### config.mk
export PLATFORM = sky130hd
export DESIGN_NAME = accumulator_cpu_step_core
export DESIGN_NICKNAME = d
export VERILOG_FILES = /design/src/rtl/core/acs_pkg.sv /design/src/rtl/core/acs_pmem.sv /design/src/rtl/core/acs_exec.sv /design/src/rtl/core/accumulator_cpu_step_core.sv
export SDC_FILE = /design/constraint.sdc
export NUM_CORES = 2
export LEC_CHECK = 0
export BUFFER_PORTS_ARGS = -buffer_cell sky130_fd_sc_hd__buf_2
export CAP_MARGIN = 5
export CORE_UTILIZATION = 45
export CTS_BUF_LIST = sky130_fd_sc_hd__clkbuf_16
export CTS_CLUSTER_DIAMETER = 50
export DETAILED_ROUTE_END_ITERATION = 12
export PLACE_DENSITY_LB_ADDON = 0.15
export RECOVER_POWER = 25
export SETUP_SLACK_MARGIN = 0.05
export SYNTH_ARGS = -nofsm -noshare
export SYNTH_HDL_FRONTEND = slang
export SYNTH_HIERARCHICAL = 1
export SYNTH_SLANG_ARGS = --single-unit
### constraint.sdc
create_clock -name clk -period 9.5 [get_ports clk]
set_clock_uncertainty 0.05 [all_clocks]
set_input_delay 1.425 -clock clk [delete_from_list [all_inputs] [get_ports clk]]
set_output_delay 1.425 -clock clk [all_outputs]
set_load 0.02 [all_outputs]
### src/rtl/core/acs_pkg.sv
// shared types, opcodes and decode helpers for the accumulator step core
package acs_pkg;

	localparam int PROGRAM_DEPTH_DEF  = 256;
	localparam int USER_REG_COUNT_DEF = 16;
	localparam int STACK_DEPTH_DEF    = 16;

	// kind of input item, carried in the slave tuser bit
	localparam logic OPER_LOAD = 1'b0;
	localparam logic OPER_STEP = 1'b1;

	typedef enum logic [7:0] {
		OP_HLT = 8'h00, OP_NOP = 8'h01, OP_OTI = 8'h02, OP_LDA = 8'h03,
		OP_LDI = 8'h04, OP_ADD = 8'h05, OP_SUB = 8'h06, OP_STA = 8'h07,
		OP_AND = 8'h08, OP_ORL = 8'h09, OP_XOR = 8'h0A, OP_NOT = 8'h0B,
		OP_GTA = 8'h0C, OP_IFC = 8'h0D, OP_IFZ = 8'h0E, OP_IFE = 8'h0F,
		OP_ITI = 8'h10, OP_SHR = 8'h11, OP_SHL = 8'h12, OP_CPA = 8'h13,
		OP_ADA = 8'h14, OP_SBA = 8'h15, OP_ANA = 8'h16, OP_ORA = 8'h17,
		OP_XRA = 8'h18, OP_SWA = 8'h19, OP_PUH = 8'h1A, OP_POP = 8'h1B,
		OP_CSR = 8'h1C, OP_RET = 8'h1D
	} opcode_t;

	typedef enum logic [2:0] {
		FAULT_NONE   = 3'd0,
		FAULT_OPCODE = 3'd1,
		FAULT_REG    = 3'd2,
		FAULT_FULL   = 3'd3,
		FAULT_EMPTY  = 3'd4
	} fault_t;

	typedef enum logic [1:0] {
		SEQ_IDLE = 2'd0,
		SEQ_OP   = 2'd1,
		SEQ_ARG  = 2'd2
	} seq_t;

	typedef struct packed {
		logic [7:0] acc;
		logic [7:0] pc;
		logic       carry;
		logic       zero;
		logic       equal;
		logic       halt;
		fault_t     fault;
		logic       out_valid;
		logic [7:0] out_value;
		logic       reg_we;
		logic       push;
		logic       pop;
		logic [7:0] push_val;
	} exec_res_t;

	// operand byte names a user register
	function automatic logic is_reg_op(input logic [7:0] op);
		return (op == OP_LDA) || (op == OP_STA) || ((op >= OP_ADA) && (op <= OP_XRA));
	endfunction

	// instruction carries an operand byte after the opcode
	function automatic logic need_arg(input logic [7:0] op);
		return is_reg_op(op) || ((op >= OP_LDI) && (op <= OP_XOR)) ||
			((op >= OP_GTA) && (op <= OP_IFE)) || ((op >= OP_SHR) && (op <= OP_CPA)) ||
			(op == OP_CSR);
	endfunction

endpackage

### src/rtl/core/acs_pmem.sv
// single-port program memory with per-entry valid bits and a registered read
module acs_pmem #(
	parameter int DEPTH = acs_pkg::PROGRAM_DEPTH_DEF
) (
	input  logic       clk,
	input  logic       arst_n,
	input  logic       wr_en,
	input  logic       rd_en,
	input  logic [7:0] addr,
	input  logic [7:0] wdata,
	output logic [7:0] rdata
);

	localparam int AW = (DEPTH > 1) ? $clog2(DEPTH) : 1;

	logic [7:0]       mem [DEPTH];
	logic [DEPTH-1:0] vld_q;
	logic [7:0]       rdat_q;
	logic             zero_q;
	logic             oor;
	logic [AW-1:0]    idx;

	assign oor = {1'b0, addr} >= 9'(DEPTH);
	assign idx = addr[AW-1:0];

	always_ff @(posedge clk) begin
		if (wr_en && !oor) begin
			mem[idx] <= wdata;
		end
		if (rd_en) begin
			rdat_q <= mem[idx];
		end
	end

	// entries never written and addresses past the end read as halt
	always_ff @(posedge clk or negedge arst_n) begin
		if (!arst_n) begin
			vld_q  <= '0;
			zero_q <= 1'b1;
		end else begin
			if (wr_en && !oor) begin
				vld_q[idx] <= 1'b1;
			end
			if (rd_en) begin
				zero_q <= oor || !vld_q[idx];
			end
		end
	end

	assign rdata = zero_q ? 8'h00 : rdat_q;

endmodule

### src/rtl/core/acs_exec.sv
// instruction execute unit: alu, flags, branch and stack decisions
module acs_exec #(
	parameter int USER_REG_COUNT = acs_pkg::USER_REG_COUNT_DEF,
	parameter int STACK_DEPTH    = acs_pkg::STACK_DEPTH_DEF
) (
	input  logic [7:0]                       op,
	input  logic [7:0]                       arg,
	input  logic [7:0]                       acc,
	input  logic [7:0]                       pc,
	input  logic                             carry,
	input  logic                             zero,
	input  logic                             equal,
	input  logic [7:0]                       in_port,
	input  logic [7:0]                       reg_val,
	input  logic [7:0]                       stk_top,
	input  logic [$clog2(STACK_DEPTH+1)-1:0] fill,
	output acs_pkg::exec_res_t               res
);

	localparam int FW = $clog2(STACK_DEPTH + 1);

	logic       reg_ok;
	logic       full;
	logic       empty;
	logic [7:0] pc_seq;
	logic [7:0] nacc;
	logic       setz;
	logic [8:0] sum;
	logic [7:0] opnd;

	assign reg_ok = {1'b0, arg} < 9'(USER_REG_COUNT);
	assign full   = fill >= FW'(STACK_DEPTH);
	assign empty  = fill == '0;
	assign pc_seq = acs_pkg::need_arg(op) ? 8'(pc + 8'd2) : 8'(pc + 8'd1);
	assign opnd   = acs_pkg::is_reg_op(op) ? reg_val : arg;
	assign sum    = {1'b0, acc} + {1'b0, opnd};

	always_comb begin
		nacc          = acc;
		setz          = 1'b0;
		res.acc       = acc;
		res.pc        = pc_seq;
		res.carry     = carry;
		res.zero      = zero;
		res.equal     = equal;
		res.halt      = 1'b0;
		res.fault     = acs_pkg::FAULT_NONE;
		res.out_valid = 1'b0;
		res.out_value = 8'h00;
		res.reg_we    = 1'b0;
		res.push      = 1'b0;
		res.pop       = 1'b0;
		res.push_val  = acc;
		if (acs_pkg::is_reg_op(op) && !reg_ok) begin
			res.fault = acs_pkg::FAULT_REG;
		end else begin
			unique case (op)
				acs_pkg::OP_HLT: res.halt = 1'b1;
				acs_pkg::OP_NOP: ;
				acs_pkg::OP_OTI: begin
					res.out_valid = 1'b1;
					res.out_value = acc;
				end
				acs_pkg::OP_LDA: begin nacc = reg_val; setz = 1'b1; end
				acs_pkg::OP_LDI: nacc = arg;
				acs_pkg::OP_ADD, acs_pkg::OP_ADA: begin
					nacc      = sum[7:0];
					res.carry = sum[8];
					setz      = 1'b1;
				end
				acs_pkg::OP_SUB, acs_pkg::OP_SBA: begin
					nacc      = 8'(acc - opnd);
					res.carry = acc < opnd;
					setz      = 1'b1;
				end
				acs_pkg::OP_STA: res.reg_we = 1'b1;
				acs_pkg::OP_AND, acs_pkg::OP_ANA: begin nacc = acc & opnd; setz = 1'b1; end
				acs_pkg::OP_ORL, acs_pkg::OP_ORA: begin nacc = acc | opnd; setz = 1'b1; end
				acs_pkg::OP_XOR, acs_pkg::OP_XRA: begin nacc = acc ^ opnd; setz = 1'b1; end
				acs_pkg::OP_NOT: begin nacc = ~acc; setz = 1'b1; end
				acs_pkg::OP_GTA: res.pc = arg;
				acs_pkg::OP_IFC: if (carry) res.pc = arg;
				acs_pkg::OP_IFZ: if (zero) res.pc = arg;
				acs_pkg::OP_IFE: if (equal) res.pc = arg;
				acs_pkg::OP_ITI: nacc = in_port;
				acs_pkg::OP_SHR: begin
					nacc = (arg >= 8'd8) ? 8'h00 : (acc >> arg[2:0]);
					setz = 1'b1;
				end
				acs_pkg::OP_SHL: begin
					nacc = (arg >= 8'd8) ? 8'h00 : 8'(acc << arg[2:0]);
					setz = 1'b1;
				end
				acs_pkg::OP_CPA: res.equal = acc == arg;
				acs_pkg::OP_SWA: nacc = {acc[3:0], acc[7:4]};
				acs_pkg::OP_PUH: begin
					if (full) res.fault = acs_pkg::FAULT_FULL;
					else res.push = 1'b1;
				end
				acs_pkg::OP_POP: begin
					if (empty) begin
						res.fault = acs_pkg::FAULT_EMPTY;
					end else begin
						res.pop = 1'b1;
						nacc    = stk_top;
						setz    = 1'b1;
					end
				end
				acs_pkg::OP_CSR: begin
					res.push_val = pc_seq;
					if (full) begin
						res.fault = acs_pkg::FAULT_FULL;
					end else begin
						res.push = 1'b1;
						res.pc   = arg;
					end
				end
				acs_pkg::OP_RET: begin
					if (empty) begin
						res.fault = acs_pkg::FAULT_EMPTY;
					end else begin
						res.pop = 1'b1;
						res.pc  = stk_top;
					end
				end
				default: begin
					res.halt  = 1'b1;
					res.fault = acs_pkg::FAULT_OPCODE;
				end
			endcase
		end
		res.acc = nacc;
		if (setz) res.zero = nacc == 8'h00;
	end

endmodule

### src/rtl/core/accumulator_cpu_step_core.sv
// top level of the accumulator step core: sequencer, architectural state, result register
//
// channel  | dir | handshake                    | payload
// ---------+-----+------------------------------+------------------------------------------------
// s_*      | in  | s_tvalid / s_tready          | tuser: operation; tdata: address, data, in port
// m_*      | out | m_tvalid / m_tready          | tuser: output_valid; tdata: value, acc, pc, flags
//
// a load transfer or a one-byte instruction holds the core in the opcode phase after its transfer,
// a two-byte instruction in the opcode and then the operand phase; the result register loads at the
// end of the last of them, once it is free. the single port of the program memory sets this: opcode
// and operand are two separate reads. the next item is taken in the cycle its predecessor executes,
// fetching at the new pc. reset clears acc, pc, flags, halt latch, registers, stack and all program
// valid bits at once. a held result register stalls completion only; a new item still starts once the core is idle.
module accumulator_cpu_step_core #(
	parameter int PROGRAM_DEPTH  = acs_pkg::PROGRAM_DEPTH_DEF,
	parameter int USER_REG_COUNT = acs_pkg::USER_REG_COUNT_DEF,
	parameter int STACK_DEPTH    = acs_pkg::STACK_DEPTH_DEF
) (
	input  logic        clk,
	input  logic        arst_n,
	input  logic        s_tvalid,
	output logic        s_tready,
	input  logic [23:0] s_tdata,   // program_address[7:0], program_data[15:8], input_port_value[23:16]
	input  logic [0:0]  s_tuser,   // operation[0]
	output logic        m_tvalid,
	input  logic        m_tready,
	output logic [31:0] m_tdata,   // output_value, acc_value, pc_value, carry, zero, equal, halted, fault
	output logic [0:0]  m_tuser    // output_valid[0]
);

	localparam int RW = (USER_REG_COUNT > 1) ? $clog2(USER_REG_COUNT) : 1;
	localparam int SW = (STACK_DEPTH > 1) ? $clog2(STACK_DEPTH) : 1;
	localparam int FW = $clog2(STACK_DEPTH + 1);

	// architectural state
	logic [7:0]    acc_q;
	logic [7:0]    pc_q;
	logic          carry_q;
	logic          zero_q;
	logic          equal_q;
	logic          halt_q;
	logic [7:0]    regs_q [USER_REG_COUNT];
	logic [7:0]    stk_q [STACK_DEPTH];
	logic [FW-1:0] fill_q;

	// sequencer and item registers
	acs_pkg::seq_t state_q, state_d;
	logic          kind_s1;
	logic [7:0]    inport_s1;
	logic [7:0]    opcode_s1;

	// result register
	logic          m_tvalid_q;
	logic [31:0]   m_tdata_q;
	logic          m_tuser_q;

	logic               in_fire;
	logic               out_free;
	logic               finish;
	logic               go_arg;
	logic               upd;
	logic [7:0]         rd_byte;
	logic [7:0]         cur_op;
	logic [7:0]         reg_val;
	logic [7:0]         stk_top;
	logic [FW-1:0]      top_idx;
	logic [7:0]         pc_issue;
	logic [7:0]         mem_addr;
	logic               mem_rd;
	logic               mem_wr;
	acs_pkg::exec_res_t res;
	logic [31:0]        out_data;
	logic               out_flag;

	assign out_free = !m_tvalid_q || m_tready;
	assign in_fire  = s_tvalid && s_tready;

	// in the operand phase the opcode sits in opcode_s1 and the memory returns the operand
	assign cur_op  = (state_q == acs_pkg::SEQ_ARG) ? opcode_s1 : rd_byte;
	assign reg_val = regs_q[rd_byte[RW-1:0]];
	assign top_idx = fill_q - FW'(1);
	assign stk_top = stk_q[top_idx[SW-1:0]];

	acs_exec #(
		.USER_REG_COUNT(USER_REG_COUNT),
		.STACK_DEPTH   (STACK_DEPTH)
	) u_exec (
		.op     (cur_op),
		.arg    (rd_byte),
		.acc    (acc_q),
		.pc     (pc_q),
		.carry  (carry_q),
		.zero   (zero_q),
		.equal  (equal_q),
		.in_port(inport_s1),
		.reg_val(reg_val),
		.stk_top(stk_top),
		.fill   (fill_q),
		.res    (res)
	);

	// sequencer: next state, completion and memory port control
	always_comb begin
		state_d = state_q;
		finish  = 1'b0;
		go_arg  = 1'b0;
		unique case (state_q)
			acs_pkg::SEQ_IDLE: ;
			acs_pkg::SEQ_OP: begin
				if (kind_s1 == acs_pkg::OPER_LOAD || halt_q) begin
					finish = out_free;
				end else if (acs_pkg::need_arg(rd_byte)) begin
					go_arg = 1'b1;
				end else begin
					finish = out_free;
				end
			end
			acs_pkg::SEQ_ARG: finish = out_free;
			default: ;
		endcase
		s_tready = (state_q == acs_pkg::SEQ_IDLE) || finish;
		if (s_tready) begin
			state_d = in_fire ? acs_pkg::SEQ_OP : acs_pkg::SEQ_IDLE;
		end else if (go_arg) begin
			state_d = acs_pkg::SEQ_ARG;
		end
	end

	assign upd      = finish && (kind_s1 == acs_pkg::OPER_STEP) && !halt_q;
	// an item taken as one executes fetches its opcode at the updated pc
	assign pc_issue = upd ? res.pc : pc_q;
	assign mem_wr   = in_fire && (s_tuser[0] == acs_pkg::OPER_LOAD);
	assign mem_rd   = go_arg || (in_fire && (s_tuser[0] == acs_pkg::OPER_STEP));
	assign mem_addr = go_arg ? 8'(pc_q + 8'd1) :
		((s_tuser[0] == acs_pkg::OPER_STEP) ? pc_issue : s_tdata[7:0]);

	acs_pmem #(
		.DEPTH(PROGRAM_DEPTH)
	) u_pmem (
		.clk   (clk),
		.arst_n(arst_n),
		.wr_en (mem_wr),
		.rd_en (mem_rd),
		.addr  (mem_addr),
		.wdata (s_tdata[15:8]),
		.rdata (rd_byte)
	);

	always_ff @(posedge clk or negedge arst_n) begin
		if (!arst_n) begin
			state_q <= acs_pkg::SEQ_IDLE;
		end else begin
			state_q <= state_d;
		end
	end

	// item payload held while the instruction is fetched
	always_ff @(posedge clk) begin
		if (in_fire) begin
			kind_s1   <= s_tuser[0];
			inport_s1 <= s_tdata[23:16];
		end
		if (go_arg) begin
			opcode_s1 <= rd_byte;
		end
	end

	// architectural state update at the end of a step
	always_ff @(posedge clk or negedge arst_n) begin
		if (!arst_n) begin
			acc_q   <= 8'h00;
			pc_q    <= 8'h00;
			carry_q <= 1'b0;
			zero_q  <= 1'b0;
			equal_q <= 1'b0;
			halt_q  <= 1'b0;
			fill_q  <= '0;
			for (int i = 0; i < USER_REG_COUNT; i++) regs_q[i] <= 8'h00;
			for (int i = 0; i < STACK_DEPTH; i++) stk_q[i] <= 8'h00;
		end else if (upd) begin
			acc_q   <= res.acc;
			pc_q    <= res.pc;
			carry_q <= res.carry;
			zero_q  <= res.zero;
			equal_q <= res.equal;
			halt_q  <= res.halt;
			if (res.reg_we) begin
				regs_q[rd_byte[RW-1:0]] <= acc_q;
			end
			if (res.push) begin
				stk_q[fill_q[SW-1:0]] <= res.push_val;
				fill_q                <= fill_q + FW'(1);
			end else if (res.pop) begin
				fill_q <= top_idx;
			end
		end
	end

	// result word: loads and halted steps report the state unchanged
	always_comb begin
		if (upd) begin
			out_flag = res.out_valid;
			out_data = {1'b0, res.fault, res.halt, res.equal, res.zero, res.carry,
				res.pc, res.acc, res.out_value};
		end else begin
			out_flag = 1'b0;
			out_data = {1'b0, acs_pkg::FAULT_NONE, halt_q, equal_q, zero_q, carry_q,
				pc_q, acc_q, 8'h00};
		end
	end

	always_ff @(posedge clk or negedge arst_n) begin
		if (!arst_n) begin
			m_tvalid_q <= 1'b0;
		end else if (finish) begin
			m_tvalid_q <= 1'b1;
		end else if (m_tready) begin
			m_tvalid_q <= 1'b0;
		end
	end

	always_ff @(posedge clk) begin
		if (finish) begin
			m_tdata_q <= out_data;
			m_tuser_q <= out_flag;
		end
	end

	assign m_tvalid   = m_tvalid_q;
	assign m_tdata    = m_tdata_q;
	assign m_tuser[0] = m_tuser_q;

	// the single memory port never sees a read and a write together
	a_port_excl: assert property (@(posedge clk) disable iff (!arst_n) !(mem_rd && mem_wr))
		else $error("program memory read and write in one cycle");

	// once halted only reset restarts execution
	a_halt_sticky: assert property (@(posedge clk) disable iff (!arst_n) halt_q |=> halt_q)
		else $error("halt latch cleared");

	// the stack never holds more than its depth
	a_fill_bound: assert property (@(posedge clk) disable iff (!arst_n)
		fill_q <= FW'(STACK_DEPTH))
		else $error("stack fill beyond depth");

	// the operand phase only follows an opcode phase or an operand phase that is held
	a_arg_entry: assert property (@(posedge clk) disable iff (!arst_n)
		(state_q == acs_pkg::SEQ_ARG) |->
		($past(state_q) == acs_pkg::SEQ_OP || $past(state_q) == acs_pkg::SEQ_ARG))
		else $error("operand phase entered without opcode fetch");

endmodule
# Word level (Yosys, flattened, before mapping)
# Memories as Yosys holds them, arrays and structs flattened. A register that Yosys moved wholly into a read port is not among the register bits.
# Cells that the tools add are included.
# classes
add_sub_neg	6
magnitude_cmp	27
eq_ne	35
n_shift	2
muxes	70
n_bitwise	12
n_reduce_logical	59
# ops
operator	n
128-bit bitwise mux	2
256-bit OR	1
8-bit two-way mux	23
8-bit by 5-bit equality test with 1-bit output, second input constant	15
8-bit case mux with 13 select lines	1
8-bit binary-select mux with 4-bit select	2
8-bit demux with 4-bit select	2
8-bit by 4-bit equality test with 1-bit output, second input constant	8
8-bit case mux with 6 select lines	1
8-bit by 3-bit equality test with 1-bit output, second input constant	5
8-bit by 5-bit >= comparator with 1-bit output, second input constant	4
8-bit by 4-bit less-or-equal comparator with 1-bit output, second input constant	4
8-bit by 5-bit less-or-equal comparator with 1-bit output, second input constant	4
29-bit OR reduction	1
28-bit two-way mux	1
26-bit OR reduction	1
8-bit by 2-bit equality test with 1-bit output, second input constant	3
8-bit by 4-bit >= comparator with 1-bit output, second input constant	3
1-bit two-way mux	21
5-bit >= comparator, second input constant	4
19-bit two-way mux	1
9-bit two-way mux	2
1-bit logical AND	17
8-bit by 3-bit >= comparator with 1-bit output, second input constant	2
40 further kinds	83
# totals
ff_bits	591
ram_bits	2048
inputBits	29
out_inout_bits	35
wordCells	263
memories	1
# mem_list
name	depth	width	read_ports	rd_ports_with_merged_regs	wr	line_no	text
u_pmem.mem	256	8	1	1	1	acs_pmem.sv:16	logic [7:0] mem [DEPTH];

# Logic depth before layout (Yosys ltp)
# depth
depth_word	21
ltp_mapped	32
mapped_depth_nobuf	21

# Hierarchy
# Netlist, hierarchy kept.
# modules_own_cells
module	instances	cells_each	area_each_um2	seq_area_each_um2
acs_pmem	1	4163	89814.9	68171.6
accumulator_cpu_step_core	1	1036	15697.6	8578.2
acs_exec	1	572	3946.3	0.0

# Worst setup path after synthesis
# Ideal clock, no wire load.
# synth_path
path_type	register -> register
startpoint	register fill_q[0]
endpoint	memory u_pmem.mem[156][0] (enable)
setup_ps	397
t_arrival_ps	6378
t_required_ps	9053
slack_ps	2675
stages_incl_launch_ff	27
n_path_buf	12
synth_period_minus_slack_ps	6825
cell_sequence	dfrtp_1 buf_2 buf_2 buf_2 inv_1 ha_1 clkbuf_1 clkbuf_1 buf_1 mux4_2 mux2i_1 a21oi_1 o21ai_0 o2111ai_1 a31oi_1 a21oi_1 and2_1 a32o_1 nor4_1 o21ai_0 buf_2 buf_2 buf_4 buf_4 clkbuf_1 buf_2 nor4_1
# synth_rtl
element	line_no	text
start, declared	accumulator_cpu_step_core.sv:44	logic [FW-1:0] fill_q;
start signal, assigned	accumulator_cpu_step_core.sv:192	fill_q <= fill_q + FW'(1);
start signal, assigned	accumulator_cpu_step_core.sv:194	fill_q <= top_idx;
end, declared	acs_pmem.sv:16	

==> impl_summary.txt <==
----------------------------------------------------
[Power and ir drop]
  Logic gate share of total power ... 0.045
  Sequential fraction of design power ... 0.491
  Static power due to leakage ... 43.9 nW
  Cell internal power dissipation ... 20.1 mW
  Relative contribution of the clock network to total power ... 0.464
  Power per cell area ... 206 nW/um^2
  Net switching power ... 5.45 mW
  Total power after layout ... 25.5 mW
  Sw Ratio ... 0.214
  Worst ir drop on vdd ... 168 uV

[Logic synthesis]
  Number of synthesized register bits ... 2,646
  Portion of synthesized cell area occupied by the leading cell type ... 0.577
  Fraction of the yosys area taken by sequential cells ... 0.701
  Leading area contributor after synthesis ... sky130_fd_sc_hd__edfxtp_1
  Number of enable-type register cells in the synthesized netlist ... 2,105
  Leading post-synthesis cells by cell area ... sky130_fd_sc_hd__edfxtp_1 (58%), sky130_fd_sc_hd__mux4_2 (16%), sky130_fd_sc_hd__dfrtp_1 (12%), sky130_fd_sc_hd__mux2_2 (2.7%), sky130_fd_sc_hd__or2_2 (1.5%)
  Average size of a mapped cell ... 19.0 um^2
  YS warnings ... 6
  Async SR Flop Fraction ... 0.204
  Top flip-flop cell by instance count after synthesis ... sky130_fd_sc_hd__edfxtp_1
  Syn Nets ... 5,842
  Area of the mapped netlist ... 109,000 um^2
  Synth unique cells ... 105
  Number of standard cells after synthesis ... 5,771

[CTS]
  Maximum root-to-sink buffer count ... 4
  Number of sinks handled by clock tree synthesis ... 2,646
  Clock transition at path regs ... 0.06 ns
  Setup Fix Bufs, Post-CTS ... 0
  CTS Buf Count ... 313
  H-Tree Level Count ... 5
  Post-CTS Hold Buffers ... 0
  Clock latency reported for the late side of the worst-skew pair ... 0.96 ns
  Root buffer cell ... sky130_fd_sc_hd__clkbuf_16
  Post-CTS resize count ... 0
  CTS tree ... done

[Floorplanning]
  Top-Level Pins ... 64
  Effective utilization at floorplan ... 0.454
  Core Region ... 241,000 um^2
  Die area ... 245,000 um^2
  Die X-Extent ... 495 um
  Site row count ... 180
  Chip height ... 495 um

[Run status]
  Outcome ... finished with violations
  Violations in the final reports ... max-capacitance violations, max-slew violations

[Detailed routing]
  Final ANT Viol Nets ... 0
  First DRT Iteration DRCs ... 6,122
  Vias per std cell ... 6.10
  Mean routed wirelength per cell ... 31.8 um
  Vias after detailed routing ... 57,671
  Final wirelength ... 301,000 um
  Length of the first detailed-routing pass in iterations ... 6
  # DRC ... 0

[STA]
  Crit path time final ... 8.94 ns
  Worst-Margin Slew ... 6.86 ns
  RSZ-0062 raised after global routing ... false
  Highest clock rate ... 112 MHz
  Headroom to the max-slew limit ... -3.57
  Final sum of negative setup slack ... 0 ns
  Final hold viol count ... 0
  Setup violation total in the final timing report ... 0
  Part of the cycle the worst path needs ... 0.941
  Worst hold slack across all endpoints ... 0.408 ns
  Max Transition Viols Final ... 1,292

[Hold path]
  Hold Path Class ... register to register

[Global routing]
  First-pass GRT wire length ... 434,000 um
  Largest net degree at the start of global routing ... 153
  Tot GR Track Use ... 0.247
  Via count of the first global-routing pass ... 57,846
  Global route total overflow ... 0
  Number of antenna violations at the first check in global routing ... 8

[Place]
  Hpwl dp ... 189,000 um
  Count of buffers from port buffering ... 62
  GP Congestion ... 0.908

[Cells and area]
  Most frequent cells in the layout ... sky130_fd_sc_hd__edfxtp_1 (2,105), sky130_fd_sc_hd__mux4_2 (754), sky130_fd_sc_hd__dfrtp_1 (539), sky130_fd_sc_hd__clkbuf_16 (325), sky130_fd_sc_hd__nor2_1 (312)
  Net total in the final layout ... 6,088
  Area Growth Syn to Fin ... 13.5%
  Most frequent standard cell in the layout excluding fill and tap cells ... sky130_fd_sc_hd__edfxtp_1
  Layout cells sized above 1 ... 0.333

[Setup path]
  CP Data Required Time ... 9.98 ns
  Kind of critical path ... register to register
  Maximum net fanout on the critical path ... 57
  Critical path startpoint category ... register
  Worst Setup End Kind ... register
  Arrival time at the worst endpoint ... 9.42 ns

[Flow run]
  Max-cap check violation count ... 14

----------------------------------------------------
-- synthesized netlist by cell type (all sizes together) (22+ instances only) --
cell,instances
edfxtp,2105
mux4,755
dfrtp,540
nor2,319
mux2,282
or2,260
nand2,212
buf,200
clkbuf,152
a21oi,84
nand3,73
mux2i,63
o21ai,57
inv,47
nor3,46
nor2b,43
ha,40
and2,34
nand4,33
a22oi,31
nor4,25
xnor2,24
and3,22
o22ai,22
-- final timing paths --
kind	end	depth (start not counted)	startpoint	slack (ns)
max reg2reg	u_pmem/mem[38][0]$_DFFE_PP_	20	u_pmem/zero_q$_DFFE_PN1P_	0.56
max	u_pmem/mem[38][0]$_DFFE_PP_	20	u_pmem/zero_q$_DFFE_PN1P_	0.56
min in group asynchronous	regs_q[99]$_DFFE_PN0P_	1	arst_n	2.30
min reg2reg	u_pmem/vld_q[7]$_DFFE_PN0P_	1	u_pmem/vld_q[7]$_DFFE_PN0P_	0.41
min	u_pmem/vld_q[7]$_DFFE_PN0P_	1	u_pmem/vld_q[7]$_DFFE_PN0P_	0.41
max in group asynchronous	u_pmem/vld_q[214]$_DFFE_PN0P_	3	arst_n	2.75
-- area by class of cell --
class,count,area (um^2)
flip-flops and latches,2646,76800
repair buffers,283,2140
well taps,3185,3990
diodes,7,17.5
multi-input cells,2726,30900
clock inverters,231,2080
inverters,47,184
clock buffers,325,8130
fillers,19218,117000
-- worst max-delay path, cell delays in order (launching register included) --
cell and delay, ns:
sky130_fd_sc_hd__dfstp_1 1.10, sky130_fd_sc_hd__nor2b_1 0.49, sky130_fd_sc_hd__mux2_2 0.45, sky130_fd_sc_hd__or3_4 0.48, sky130_fd_sc_hd__nor2_1 0.18, sky130_fd_sc_hd__nand3_1 0.09
sky130_fd_sc_hd__buf_4 0.23, sky130_fd_sc_hd__o22ai_1 0.33, sky130_fd_sc_hd__o21bai_1 0.14, sky130_fd_sc_hd__o2111ai_1 0.14, sky130_fd_sc_hd__o21ai_1 0.09, sky130_fd_sc_hd__a21oi_1 0.34
sky130_fd_sc_hd__and2_1 0.19, sky130_fd_sc_hd__a32o_1 0.19, sky130_fd_sc_hd__nor4_1 0.09, sky130_fd_sc_hd__o21ai_4 0.61, sky130_fd_sc_hd__buf_12 0.44, sky130_fd_sc_hd__inv_1 0.11
sky130_fd_sc_hd__nor2_1 0.43, sky130_fd_sc_hd__nand3_2 0.99, sky130_fd_sc_hd__nor2_1 1.25
-- layer usage --
metal,track usage,up-vias,wire [um]
met2,0.384,2236,142000
met1,0.356,31192,128000
met5,0,-,31
li1,-,23700,-
met3,0.0409,539,20200
met4,0.0847,4,10900
-- per-stage QoR --
stage                     utilization  worst slack, ns  instance area, um^2  std cells
after floorplan                     -             2.67               109000       5771
after global placement          0.473             1.01               114000       8887
after detailed placement        0.473             1.10               114000       8887
after CTS                       0.516             1.07               124000       9443
after global routing            0.515            0.478               124000       9444
final                           0.515            0.558               124000       9450
-- power groups by stage --
stage          clock network [mW]  registers, mW  logic, mW
2_1_floorplan                   0           12.8      0.581
3_3_place_gp                    0           12.8       1.16
3_5_place_dp                    0           12.8       1.16
4_1_cts                      12.1           12.5       1.16
5_1_grt                      12.5           12.5       1.20
6_report                     11.8           12.5       1.15
-- sequential cells by signal, indices dropped and copies added (netlist names) --
name	flops
acc_q	8
carry_q	1
equal_q	1
fill_q	5
halt_q	1
inport_s1	8
kind_s1	1
m_tdata	31
m_tuser	1
m_tvalid	1
opcode_s1	8
pc_q	8
regs_q	128
state_q	2
stk_q	128
u_pmem/mem	2048
u_pmem/rdat_q	8
u_pmem/vld_q	256
u_pmem/zero_q	1
zero_q	1
-- kinds of logic after synthesis --
group / synth area share
xor+xnor: 0.00296
buf+inv: 0.0184
other cells: 0.0000343
compound gates: 0.0246
flops: 0.701
mux: 0.191
simple gates: 0.0569
fa+ha+maj: 0.00504
Power figures use the tool's default switching activity.
